==> src/sv/i2cmt_pkg.sv <==
// Shared types and constants for the multi-target I2C register file.
// Holds sizing constants, mode and status codes, and transaction structs.
// No dependencies.
package i2cmt_pkg;

    // Sizing of the target bus.
    localparam int TARGET_COUNT = 8;
    localparam int MAX_BURST    = 32;
    localparam int REG_W        = 8;
    localparam int REG_COUNT    = 1 << REG_W;
    localparam int TGT_W        = (TARGET_COUNT > 1) ? $clog2(TARGET_COUNT) : 1;
    localparam int ADDR_W       = TGT_W + REG_W;
    localparam int MEM_DEPTH    = TARGET_COUNT * REG_COUNT;

    // Limits in the widths of the fields they are compared with.
    localparam logic [7:0] TARGET_LIMIT = 8'(TARGET_COUNT);
    localparam logic [6:0] MAX_LEN      = 7'(MAX_BURST);

    // Transaction modes.
    localparam logic [1:0] MODE_REG   = 2'd0;
    localparam logic [1:0] MODE_WRITE = 2'd1;
    localparam logic [1:0] MODE_READ  = 2'd2;
    localparam logic [1:0] MODE_PROBE = 2'd3;

    // Result status codes.
    localparam logic [1:0] ST_OK    = 2'd0;
    localparam logic [1:0] ST_PARAM = 2'd1;
    localparam logic [1:0] ST_NACK  = 2'd2;

    // One input transaction.
    typedef struct packed {
        logic [1:0] mode;
        logic [7:0] target;
        logic [7:0] start_reg;
        logic [6:0] length;
        logic [5:0] byte_index;
        logic [7:0] write_byte;
    } t_item;

    // One result transaction.
    typedef struct packed {
        logic [1:0]  status;
        logic [7:0]  read_byte;
        logic        last;
        logic [31:0] transactions;
        logic [31:0] nacks;
    } t_result;

    // Request to the register memory.
    typedef struct packed {
        logic              we;
        logic              re;
        logic [ADDR_W-1:0] addr;
        logic [REG_W-1:0]  wdata;
    } t_mem_req;

endpackage

==> src/sv/i2cmt_outq.sv <==
// Two-entry result queue that separates the sequencer from the output channel.
// Depends on i2cmt_pkg for the result struct.
module i2cmt_outq (
    input  logic                i_clk,
    input  logic                i_rst_n,
    input  logic                i_push,
    input  i2cmt_pkg::t_result  i_push_data,
    output logic                o_full,
    output logic                o_valid,
    output i2cmt_pkg::t_result  o_result,
    input  logic                i_stall
);
    import i2cmt_pkg::*;

    t_result    r_q [2];
    logic [1:0] r_cnt;
    logic [1:0] n_cnt;
    logic       pop;

    assign pop     = (r_cnt != 2'd0) && !i_stall;
    assign o_valid = (r_cnt != 2'd0);
    assign o_full  = (r_cnt == 2'd2);
    assign o_result = r_q[0];

    // Occupancy count.
    always_comb begin
        n_cnt = r_cnt;
        if (i_push && !pop) begin
            n_cnt = r_cnt + 2'd1;
        end else if (pop && !i_push) begin
            n_cnt = r_cnt - 2'd1;
        end
    end

    always_ff @(posedge i_clk) begin
        if (!i_rst_n) begin
            r_cnt <= 2'd0;
        end else begin
            r_cnt <= n_cnt;
        end
    end

    // Entry storage; the head is always entry zero. A push that lands at the
    // head takes precedence over the shift of the second entry.
    always_ff @(posedge i_clk) begin
        if (i_push && (n_cnt == 2'd1)) begin
            r_q[0] <= i_push_data;
        end else if (pop) begin
            r_q[0] <= r_q[1];
        end
        if (i_push && (n_cnt == 2'd2)) begin
            r_q[1] <= i_push_data;
        end
    end

endmodule

==> config.mk <==
export PLATFORM = sky130hd
export DESIGN_NAME = i2cmt_outq
export DESIGN_NICKNAME = d
export VERILOG_FILES = /design/src/sv/i2cmt_pkg.sv /design/src/sv/i2cmt_outq.sv
export SDC_FILE = /design/constraint.sdc
export NUM_CORES = 1
export LEC_CHECK = 0
export BUFFER_PORTS_ARGS = -buffer_cell sky130_fd_sc_hd__buf_4
export CAP_MARGIN = 20
export CORE_MARGIN = 2
export CORE_UTILIZATION = 53
export CTS_BUF_LIST = sky130_fd_sc_hd__clkbuf_16
export DETAILED_ROUTE_END_ITERATION = 16
export GPL_ROUTABILITY_DRIVEN = 0
export HOLD_SLACK_MARGIN = 0.15
export PLACE_DENSITY = 0.82
export SYNTH_ARGS = -nofsm -noshare
export SYNTH_HDL_FRONTEND = slang
export SYNTH_SLANG_ARGS = --single-unit
==> constraint.sdc <==
create_clock -name i_clk -period 9.9 [get_ports i_clk]
set_input_delay 0.495 -clock i_clk [delete_from_list [all_inputs] [get_ports i_clk]]
set_output_delay 0.495 -clock i_clk [all_outputs]
set_load 0.1 [all_outputs]
==> metrics.csv <==
stage,metric,value,unit
placed_design,number of buffers added on ports,155,
final_layout,diodes inserted,0,
die,I/O pin cnt,156,
critical_path,FF-to-FF path depth,6,
critical_path,worst reg2reg startpoint,r_cnt[1]$_SDFF_PN0_,
final_layout,fin nets,508,
clocking,Root Driver,clkbuf_16,
worst_hold_path,Hold Path Cell Cnt,1,
die,row count,40,
route,Detailed Route WL,10400,um
timing,Slew @ Worst Pin,1.03,ns
clocking,cts hold-fix bufs,0,
worst_hold_path,hold_sp,i_push_data[18],
global_route,GRT overflow,0,
logic_synthesis,#FFs+latches synth,152,
clocking,clock sink total,152,
final_layout,share of post-route cells with drive strength above 1,60.2,%
clocking,clk buf depth,2,
logic_synthesis,post-synth top area share,70.5,%
power,Leak,3.08,nW
logic_synthesis,largest area contributor in the netlist,edfxtp_1,
timing,Final setup viols,0,
timing,RSZ-0062 raised after global routing,no,
logic_synthesis,Synth Net Count,414,
route,DR pass1 iterations,4,
die,chip width,114,um
global_route,initial antenna violation count,0,
clocking,H-tree Lvls,4,
clocking,clk slew on worst S/H paths,0.06,ns
clocking,CTS resizes,0,
critical_path,CP Capture Type,flop,
timing,max_slew headroom,31.1,%
route,"antenna viol nets, final",0,
global_route,largest net degree at the start of global routing,76,
worst_hold_path,Hold Crit Endpoint,r_q[0][93]$_DFFE_PP_,
global_route,vias in the first global route,2968,
clocking,clk_lat worst skew,0.41,ns
die,Initial Util,53.6,%
final_layout,"most common cell after layout, fill and taps aside",buf_4,
critical_path,CP arrival,3.20,ns
clocking,CTS tree,done,
critical_path,FF-to-FF setup slack,6.74,ns
final_layout,fin util,64.5,%
power,VDD IR max,0.205,mV
route,DR DRC count,0,
route,total number of vias,2962,
final_layout,most frequent cells in the layout,"buf_4 (158), edfxtp_1 (150), mux2_4 (50)",
logic_synthesis,top post-synthesis cells by area,"edfxtp_1 (71%), mux2_4 (12%), buf_4 (8.8%), mux2_2 (4.4%), buf_8 (1.2%)",
critical_path,CP peak stage delay,0.83,ns
critical_path,FF-to-FF End,r_q[0][76]$_DFFE_PP_,
placed_design,DP Wirelength,6740,um
critical_path,worst-path maximum fanout,46,
worst_hold_path,Hold WC Path Type,in -> reg,
global_route,gr usage total,16.1,%
route,initial DRC count,236,
global_route,first-pass GRT wire length,15400,um
clocking,CTS buffer count,17,
logic_synthesis,"Distinct cells, synth",24,
clocking,postcts setup bufs,0,
route,Via density,5.05,
run_status,status,finished clean,
timing,TNS Setup,0,ns
route,routed len/inst,17.7,um
timing,final cycle utilization of the critical path,31.9,%
critical_path,Crit path required time,9.94,ns
logic_synthesis,Ys Warns,0,
timing,fin crit period,3.16,ns
logic_synthesis,Post-Synthesis Cells,333,
timing,Worst Skew,0.00983,ns
final_layout,fillers,822,
critical_path,launching element type of the critical path,flop,
critical_path,CP max-delay cell,a21boi_4,
timing,f_max,317,MHz
die,Core Region,0.0119,mm2
timing,"Hold Vio Cnt, Final",0,
logic_synthesis,mean post-synth cell area,19.2,um2
timing,Final Max Tran Viols,0,
die,Die Ht,114,um
critical_path,crit path kind,reg -> reg,
logic_synthesis,area of the mapped netlist,0.00639,mm2
run,maxcap violations,0,
power,Cell Pwr Density,330,mW/mm2
die,Die Footprint,0.0129,mm2
final_layout,"Area growth, synth to finish",20.3,%
logic_synthesis,sequential-to-total area share from yosys stat,71.1,%
critical_path,cells along the critical path,inv_1 > ha_1 > nor2_4 > nand3_1 > a21boi_4 > buf_4,
worst max path at each step:
stage	start	end	slack, ns	cells past startpoint
6_report	r_cnt[1]$_SDFF_PN0_	r_q[0][76]$_DFFE_PP_	6.74	6
5_1_grt	r_cnt[0]$_SDFF_PN0_	r_q[0][81]$_DFFE_PP_	6.51	6
4_1_cts	r_cnt[1]$_SDFF_PN0_	r_q[0][146]$_DFFE_PP_	6.74	6
3_5_place_dp	r_cnt[1]$_SDFF_PN0_	r_q[0][146]$_DFFE_PP_	6.77	6
3_3_place_gp	r_cnt[1]$_SDFF_PN0_	r_q[0][141]$_DFFE_PP_	6.96	6
2_1_floorplan	r_cnt[0]$_SDFF_PN0_	r_q[0][100]$_DFFE_PP_	2.82	5
area by class of cell:
class | count | area, um2 | share of cell area (%)
Tap cell | 147 | 184 | 2.39
Clock buffer | 17 | 425 | 5.54
Inverter | 4 | 15.0 | 0.195
Timing Repair Buffer | 158 | 1190 | 15.4
Clock inverter | 15 | 135 | 1.76
Sequential cell | 152 | 4540 | 59.1
Multi-Input combinational cell | 94 | 1190 | 15.5
cell usage after synthesis:
master / count
a21boi_0: 1
a21o_1: 1
a311oi_1: 1
buf_2: 2
buf_4: 75
buf_6: 1
buf_8: 5
dfxtp_1: 2
edfxtp_1: 150
ha_1: 2
inv_1: 4
mux2_2: 25
mux2_4: 50
nand2_1: 2
nand3_1: 1
nor2_1: 2
nor2_4: 1
nor3_1: 2
o211ai_1: 1
o21a_1: 1
o21ai_0: 1
o21ai_2: 1
xnor2_1: 1
xor2_1: 1
power by group:
part | internal, W | leakage, nW | switching, W
Combinational | 0.000220 | 1.39 | 0.000800
Clock | 0.000366 | 0.269 | 0.000243
Sequential | 0.000874 | 1.42 | 0.0000372
sequential cells by signal (all words and copies together), names as in the netlist:
name	count
r_cnt	2
r_q	150
metrics by stage:
stage | std cells | area [um2] | total power, W | hold slack (ns) | worst slack [ns]
6_report | 587 | 7680 | 0.00254 | 0.263 | 6.74
5_1_grt | 587 | 7680 | 0.00262 | 0.247 | 6.51
4_1_cts | 587 | 7680 | 0.00256 | 0.245 | 6.74
3_5_place_dp | 555 | 7120 | 0.00195 | 0.533 | 6.77
3_3_place_gp | 555 | 7120 | 0.00193 | 0.529 | 6.96
2_1_floorplan | 333 | 6390 | 0.00187 | 0.522 | 2.82
critical path: cells and delay by family (launching register included):
family,cells,cell delay (ns)
buffers and inverters,2,0.73
DFF,1,0.48
and+or+nand+nor,2,0.40
AOI/OAI and AO/OA,1,0.83
adders and majority gates,1,0.30
cells by family (layout without fill, tap and decap cells):
logic type / after synthesis / in the layout / share of synthesized area [%]
compound gates: 7 / 7 / 0.823
fa+ha+maj: 2 / 2 / 0.392
buf+inv: 87 / 194 / 10.6
xor+xnor: 2 / 2 / 0.274
mux: 75 / 75 / 16.2
flops: 152 / 152 / 71.1
simple gates: 8 / 8 / 0.646
routing by layer:
layer  wire length [um]  track usage [%]  vias up
met5                  0                0        -
met4                146             6.75        0
met3                621             5.63       13
met2               5030             25.1      113
met1               4620             20.9     1479
li1                   -                -     1357
(Power assumes the default switching activity.)
