$ cat src/sv/i2cmt_pkg.sv
// Shared types and constants for the multi-target I2C register file.
// Holds sizing constants, mode and status codes, and transaction structs.
// No dependencies.
package i2cmt_pkg;

    // Sizing of the target bus.
    localparam int TARGET_COUNT = 8;
    localparam int MAX_BURST    = 32;
    localparam int REG_W        = 8;
    localparam int REG_COUNT    = 1 << REG_W;
    localparam int TGT_W        = (TARGET_COUNT > 1) ? $clog2(TARGET_COUNT) : 1;
    localparam int ADDR_W       = TGT_W + REG_W;
    localparam int MEM_DEPTH    = TARGET_COUNT * REG_COUNT;

    // Limits in the widths of the fields they are compared with.
    localparam logic [7:0] TARGET_LIMIT = 8'(TARGET_COUNT);
    localparam logic [6:0] MAX_LEN      = 7'(MAX_BURST);

    // Transaction modes.
    localparam logic [1:0] MODE_REG   = 2'd0;
    localparam logic [1:0] MODE_WRITE = 2'd1;
    localparam logic [1:0] MODE_READ  = 2'd2;
    localparam logic [1:0] MODE_PROBE = 2'd3;

    // Result status codes.
    localparam logic [1:0] ST_OK    = 2'd0;
    localparam logic [1:0] ST_PARAM = 2'd1;
    localparam logic [1:0] ST_NACK  = 2'd2;

    // One input transaction.
    typedef struct packed {
        logic [1:0] mode;
        logic [7:0] target;
        logic [7:0] start_reg;
        logic [6:0] length;
        logic [5:0] byte_index;
        logic [7:0] write_byte;
    } t_item;

    // One result transaction.
    typedef struct packed {
        logic [1:0]  status;
        logic [7:0]  read_byte;
        logic        last;
        logic [31:0] transactions;
        logic [31:0] nacks;
    } t_result;

    // Request to the register memory.
    typedef struct packed {
        logic              we;
        logic              re;
        logic [ADDR_W-1:0] addr;
        logic [REG_W-1:0]  wdata;
    } t_mem_req;

endpackage

$ cat src/sv/i2cmt_ctrl.sv
// Transaction sequencer: decodes items, keeps present bits and counters,
// and drives the register memory for writes, read bursts and target clears.
// Depends on i2cmt_pkg.
module i2cmt_ctrl (
    input  logic                              i_clk,
    input  logic                              i_rst_n,
    input  logic                              i_valid,
    input  i2cmt_pkg::t_item                  i_item,
    output logic                              o_stall,
    input  logic                              i_full,
    output logic                              o_push,
    output i2cmt_pkg::t_result                o_push_data,
    output i2cmt_pkg::t_mem_req               o_mem_req,
    input  logic [i2cmt_pkg::REG_W-1:0]       i_rdata
);
    import i2cmt_pkg::*;

    localparam logic [1:0] S_IDLE  = 2'd0;
    localparam logic [1:0] S_CLEAR = 2'd1;
    localparam logic [1:0] S_READ  = 2'd2;

    logic [1:0]              r_state, n_state;
    logic [TARGET_COUNT-1:0] r_present, n_present;
    logic [31:0]             r_txn, n_txn;
    logic [31:0]             r_nack, n_nack;
    logic [TGT_W-1:0]        r_tgt, n_tgt;
    logic [REG_W-1:0]        r_addr, n_addr;
    logic [6:0]              r_left, n_left;

    logic             accept;
    logic             tgt_ok;
    logic [TGT_W-1:0] tgt_idx;
    logic             present;
    logic             len_ok;
    logic             idx_ok;
    logic             idx_last;
    logic [REG_W-1:0] wr_reg;

    // Handshake: items are taken only between transactions with queue room.
    assign o_stall = (r_state != S_IDLE) || i_full;
    assign accept  = i_valid && !o_stall;

    // Field checks of the incoming item.
    assign tgt_ok   = (i_item.target < TARGET_LIMIT);
    assign tgt_idx  = i_item.target[TGT_W-1:0];
    assign present  = tgt_ok && r_present[tgt_idx];
    assign len_ok   = (i_item.length != 7'd0) && (i_item.length <= MAX_LEN);
    assign idx_ok   = ({1'b0, i_item.byte_index} < i_item.length);
    assign idx_last = ({1'b0, i_item.byte_index} == (i_item.length - 7'd1));
    assign wr_reg   = i_item.start_reg + {2'b00, i_item.byte_index};

    // Next-state, memory request and result generation.
    always_comb begin
        n_state   = r_state;
        n_present = r_present;
        n_txn     = r_txn;
        n_nack    = r_nack;
        n_tgt     = r_tgt;
        n_addr    = r_addr;
        n_left    = r_left;
        o_push    = 1'b0;
        o_mem_req = '0;
        o_push_data.status    = ST_OK;
        o_push_data.read_byte = '0;
        o_push_data.last      = 1'b1;

        unique case (r_state)
            S_IDLE: begin
                if (accept) begin
                    o_push = 1'b1;
                    if (!tgt_ok) begin
                        o_push_data.status = ST_PARAM;
                    end else begin
                        unique case (i_item.mode)
                            MODE_REG: begin
                                n_present[tgt_idx] = 1'b1;
                                n_tgt   = tgt_idx;
                                n_addr  = '0;
                                n_state = S_CLEAR;
                            end
                            MODE_PROBE: begin
                                o_push_data.status = present ? ST_OK : ST_NACK;
                            end
                            default: begin
                                // Write byte or read burst.
                                priority if (!present) begin
                                    o_push_data.status = ST_NACK;
                                    if ((i_item.mode == MODE_READ) ||
                                        (i_item.byte_index == 6'd0)) begin
                                        n_nack = r_nack + 32'd1;
                                    end
                                end else if (!len_ok) begin
                                    o_push_data.status = ST_PARAM;
                                end else if (i_item.mode == MODE_WRITE) begin
                                    if (!idx_ok) begin
                                        o_push_data.status = ST_PARAM;
                                    end else begin
                                        o_mem_req.we    = 1'b1;
                                        o_mem_req.addr  = {tgt_idx, wr_reg};
                                        o_mem_req.wdata = i_item.write_byte;
                                        if (idx_last) begin
                                            n_txn = r_txn + 32'd1;
                                        end
                                    end
                                end else begin
                                    // Read burst: first byte is fetched now.
                                    o_push         = 1'b0;
                                    n_txn          = r_txn + 32'd1;
                                    o_mem_req.re   = 1'b1;
                                    o_mem_req.addr = {tgt_idx, i_item.start_reg};
                                    n_tgt          = tgt_idx;
                                    n_addr         = i_item.start_reg + 8'd1;
                                    n_left         = i_item.length;
                                    n_state        = S_READ;
                                end
                            end
                        endcase
                    end
                end
            end
            S_CLEAR: begin
                // Zero one register of the newly registered target per cycle.
                o_mem_req.we    = 1'b1;
                o_mem_req.addr  = {r_tgt, r_addr};
                o_mem_req.wdata = '0;
                n_addr = r_addr + 8'd1;
                if (r_addr == 8'hFF) begin
                    n_state = S_IDLE;
                end
            end
            S_READ: begin
                // Hand out the fetched byte and fetch the next one.
                if (!i_full) begin
                    o_push = 1'b1;
                    o_push_data.read_byte = i_rdata;
                    o_push_data.last      = (r_left == 7'd1);
                    n_left = r_left - 7'd1;
                    if (r_left == 7'd1) begin
                        n_state = S_IDLE;
                    end else begin
                        o_mem_req.re   = 1'b1;
                        o_mem_req.addr = {r_tgt, r_addr};
                        n_addr = r_addr + 8'd1;
                    end
                end
            end
            default: begin
                n_state = S_IDLE;
            end
        endcase

        o_push_data.transactions = n_txn;
        o_push_data.nacks        = n_nack;
    end

    // Control state.
    always_ff @(posedge i_clk) begin
        if (!i_rst_n) begin
            r_state   <= S_IDLE;
            r_present <= '0;
            r_txn     <= '0;
            r_nack    <= '0;
        end else begin
            r_state   <= n_state;
            r_present <= n_present;
            r_txn     <= n_txn;
            r_nack    <= n_nack;
        end
    end

    // Burst and clear context.
    always_ff @(posedge i_clk) begin
        r_tgt  <= n_tgt;
        r_addr <= n_addr;
        r_left <= n_left;
    end

`ifndef SYNTHESIS
    a_read_left: assert property (@(posedge i_clk) disable iff (!i_rst_n)
        (r_state == S_READ) |-> (r_left != 7'd0))
        else $error("read burst active with no bytes left");

    a_push_room: assert property (@(posedge i_clk) disable iff (!i_rst_n)
        o_push |-> !i_full)
        else $error("result pushed into a full queue");

    a_clear_write: assert property (@(posedge i_clk) disable iff (!i_rst_n)
        (r_state == S_CLEAR) |-> (o_mem_req.we && !o_mem_req.re))
        else $error("clear sweep cycle without a memory write");

    a_nack_step: assert property (@(posedge i_clk) disable iff (!i_rst_n)
        (r_nack != $past(r_nack)) |-> (r_nack == $past(r_nack) + 32'd1))
        else $error("NACK counter moved by more than one");
`endif

endmodule
$ cat config.mk
export PLATFORM = sky130hd
export DESIGN_NAME = i2cmt_ctrl
export DESIGN_NICKNAME = d
export VERILOG_FILES = /design/src/sv/i2cmt_pkg.sv /design/src/sv/i2cmt_ctrl.sv
export SDC_FILE = /design/constraint.sdc
export NUM_CORES = 1
export LEC_CHECK = 0
export BUFFER_PORTS_ARGS = -buffer_cell sky130_fd_sc_hd__buf_2
export CAP_MARGIN = 5
export CORE_ASPECT_RATIO = 1.2
export CORE_MARGIN = 2
export CORE_UTILIZATION = 30
export DETAILED_ROUTE_END_ITERATION = 8
export PLACE_DENSITY = 0.58
export REMOVE_ABC_BUFFERS = 1
export SETUP_SLACK_MARGIN = 0.05
export SLEW_MARGIN = 30
export SYNTH_ARGS = -nofsm -noshare
export SYNTH_HDL_FRONTEND = slang
export SYNTH_SLANG_ARGS = --single-unit
$ cat constraint.sdc
create_clock -name i_clk -period 4.25 [get_ports i_clk]
set_input_delay 0.425 -clock i_clk [delete_from_list [all_inputs] [get_ports i_clk]]
set_output_delay 0.425 -clock i_clk [all_outputs]
set_load 0.01 [all_outputs]
==> results by group <==
Global route
  • GRT Resource Usage Total: 15.27%
  • Grt total ovfl: 0
  • Largest net degree at the start of global routing: 55
  • Initial antenna violation count: 4
  • Vias in the first global route: 5304
  • First-pass GRT wire length: 26.88 mm

Synthesis
  • Synth warn: 0
  • Synth cell types: 58
  • Post-synthesis sequential area ratio: 32.11%
  • Avg Cell Area, Syn: 8.722 sq um
  • Mapped Cells: 722
  • Mapped Area: 0.006297 sq mm
  • Post-synth EDFFs: 18
  • FFs w/ async S/R, synth: 0%
  • Ys flop type: dfxtp_1
  • Yosys reg bits: 92

Cells and area
  • Fill cells: 2209
  • Area Growth Syn to Fin: 20.66%
  • Post-layout nets: 939
  • Post-Layout Cell Count: 1136
  • Layout cell share with drive strength beyond 1: 24.10%
  • Commonest non-fill, non-tap cell in the layout: buf_2
  • Most frequent cells in the layout: 148 x buf_2, 74 x dfxtp_1, 67 x and2_1
  • Fin util: 36.61%

Clocking
  • Max Root-Sink Buffers: 2
  • H-tree levels: 3
  • # resized after CTS: 0
  • Worst-path clk slew: 0.07 ns
  • Cts bufs inserted: 9
  • Setup bufs post-CTS: 0
  • Clock sinks: 92
  • # hold bufs at CTS: 0
  • Root Driver: clkbuf_16
  • Clock Latency Late Sink: 0.35 ns
  • TritonCTS clock tree: done

Critical path
  • Crit path kind: reg2out
  • Worst-path cell chain: inv_1, ha_1, nand3b_1, or4_4, or3_1, nor2_2, nand2_1, a21oi_1, buf_2
  • Worst Reg-to-Reg Cells: 8
  • Critical path arrival: 3.28 ns
  • WP data required: 3.83 ns
  • Top delay family on crit path: simple AND/OR/NAND/NOR gates
  • WP buf/inv: 2
  • R2r startpoint: r_state[0]$_SDFFE_PN0P_
  • Worst setup SP type: flop
  • Crit path max-delay cell type: or4_4
  • Max Fanout on Critical Path: 14
  • R2R setup slack: 1.26 ns
  • R2r endpoint: r_txn[1]$_SDFF_PN0_
  • Crit end category: output pin
  • Worst path max stage delay: 0.57 ns

Place
  • Pre-CTS setup slack: 0.6144 ns
  • IO buf count: 148
  • Post-DP HPWL: 12.78 mm
  • Inst Count DP: 1117
  • Final GP Congestion: 0.8559

Floorplan
  • Top Ports: 149
  • Core Area: 0.02075 sq mm
  • Initial core utilization: 30.34%
  • Row count: 58
  • Die height: 162.7 microns
  • Die ar.: 0.02217 sq mm
  • DIE WIDTH: 136.3 microns

Route
  • Post-route ant nets: 0
  • Routed vias: 5564
  • Routed length per instance: 14.90 microns
  • # DRC: 0
  • Initial drt markers: 286
  • Routed WL: 16.93 mm
  • Vias per cell: 4.898
  • Drt first pass iters: 5

STA
  • Worst Skew: 0.01249 ns
  • Tmin final: 3.706 ns
  • Final worst slack: 0.5438 ns
  • Slew HR: 43.90%
  • Final Hold Viols: 0
  • Peak Freq: 0.2698 GHz
  • Tcrit/Tclk final: 87.20%
  • RSZ-0062 raised after global routing: false
  • # setup viols final: 0
  • Slew @ Worst Pin: 0.8384 ns
  • Slew Viols, Final: 0
  • Post-route setup TNS: 0 ns

Pwr
  • Peak supply drop: 0.0001523 V
  • Total power: 0.001870 W
  • Pwr/cell area: 246.1 mW/mm^2
  • Leak Pwr: 3.570 nW

Min path
  • Hold path depth: 1
  • Origin of the worst min-delay path: i_item[30]
  • Hold Path End: r_tgt[1]$_DFFE_PP_
  • Min-delay worst type: in2reg

Job
  • Max cap viols: 0

Run status
  • Status: complete, no violations
-- power breakdown --
group / internal [W] / switching, W / total [W]
sequential: 0.000889 / 0.000000246 / 0.000889
combinational: 0.0000726 / 0.000104 / 0.000177
clock: 0.000425 / 0.000379 / 0.000804
total: 0.00139 / 0.000483 / 0.00187
-- synth_stat cells (all sizes together) (3+ instances only) --
cell type,instances,area [sq um]
nand2,46,172.7
a22oi,9,67.56
edfxtp,18,540.5
clkbuf,23,86.33
or2,6,37.53
nor3,39,282.8
nand3b,5,37.54
a21oi,24,120.1
nor2b,3,18.77
xor2,46,402.9
nor4b,3,32.53
inv,21,78.83
nor4,10,87.59
o21a,11,82.58
xnor2,43,376.6
or3,4,25.02
a22o,7,61.31
a211oi,5,37.54
nand2b,24,150.1
ha,29,362.9
a21boi,4,30.03
and4,7,61.31
and3,22,137.6
mux2i,20,212.7
buf,10,65.06
and2,67,419.2
nand4,22,137.6
nand3,43,215.2
dfxtp,74,1481
or4,3,30.03
a21o,4,30.03
nor2,45,173.9
o21ai,7,35.03
-- logic make-up after synthesis --
kind of cell    after synthesis  synth area share [%]
fa+ha+maj                    30                 6.080
xor+xnor                     89                 12.38
buf+inv                      54                 3.656
simple gates                353                 32.58
compound gates               80                 8.742
mux                          24                 4.450
flops                        92                 32.11
-- per-layer routing --
| metal | global-route usage, % | share of wire (%) |
|---|---|---|
| met5 | 0 | 0.077 |
| met4 | 5.729 | 1.8 |
| met3 | 2.832 | 4.9 |
| met2 | 25.42 | 47 |
| met1 | 19.55 | 46 |
-- layout make-up --
type / count / area, sq um / share of cell area, %
multi-input combinational: 576 / 4045 / 53.24
timing repair buffer: 158 / 815.8 / 10.74
clock buffer: 10 / 239.0 / 3.145
tap: 270 / 337.8 / 4.446
antenna: 3 / 7.507 / 0.09880
sequential: 92 / 2022 / 26.61
clock inverter: 6 / 52.55 / 0.6916
inverter: 21 / 78.83 / 1.037
-- flip-flops by register name, indices dropped and copies added, names as in the netlist --
register,cells
r_nack,32
r_tgt,3
r_present,8
r_txn,32
r_addr,8
r_left,7
r_state,2
-- worst reg2reg max path, stage by stage, from the launching register on --
cell and delay, ns:
dfxtp_1 0.36, inv_1 0.09, ha_1 0.27, nand3b_1 0.25, or4_4 0.57, or3_1 0.52
nor3_4 0.31, mux2_1 0.36, and2_1 0.15
-- metrics by stage --
| step | instance area [sq um] | hold slack, ns |
|---|---|---|
| after global placement | 7300 | 0.4449 |
| after floorplan | 6146 | 0.4351 |
| after CTS | 7591 | 0.3413 |
| final | 7599 | 0.3514 |
| after detailed placement | 7300 | 0.4496 |
| after global routing | 7594 | 0.3453 |
-- how the worst max path moves through the flow --
stage | to | start | cells after the start | slack (ns)
floorplan | o_push_data[55] | i_item[18] | 9 | 0.87
global placement | o_push_data[34] | i_item[15] | 10 | 0.71
detailed placement | o_mem_req[11] | i_item[15] | 10 | 0.61
CTS | o_mem_req[11] | r_state[0]$_SDFFE_PN0P_ | 9 | 0.48
global route | o_push_data[11] | r_state[0]$_SDFFE_PN0P_ | 10 | 0.22
finish | o_mem_req[12] | r_state[0]$_SDFFE_PN0P_ | 9 | 0.54
Note: power is estimated with default switching activity, not from simulation.
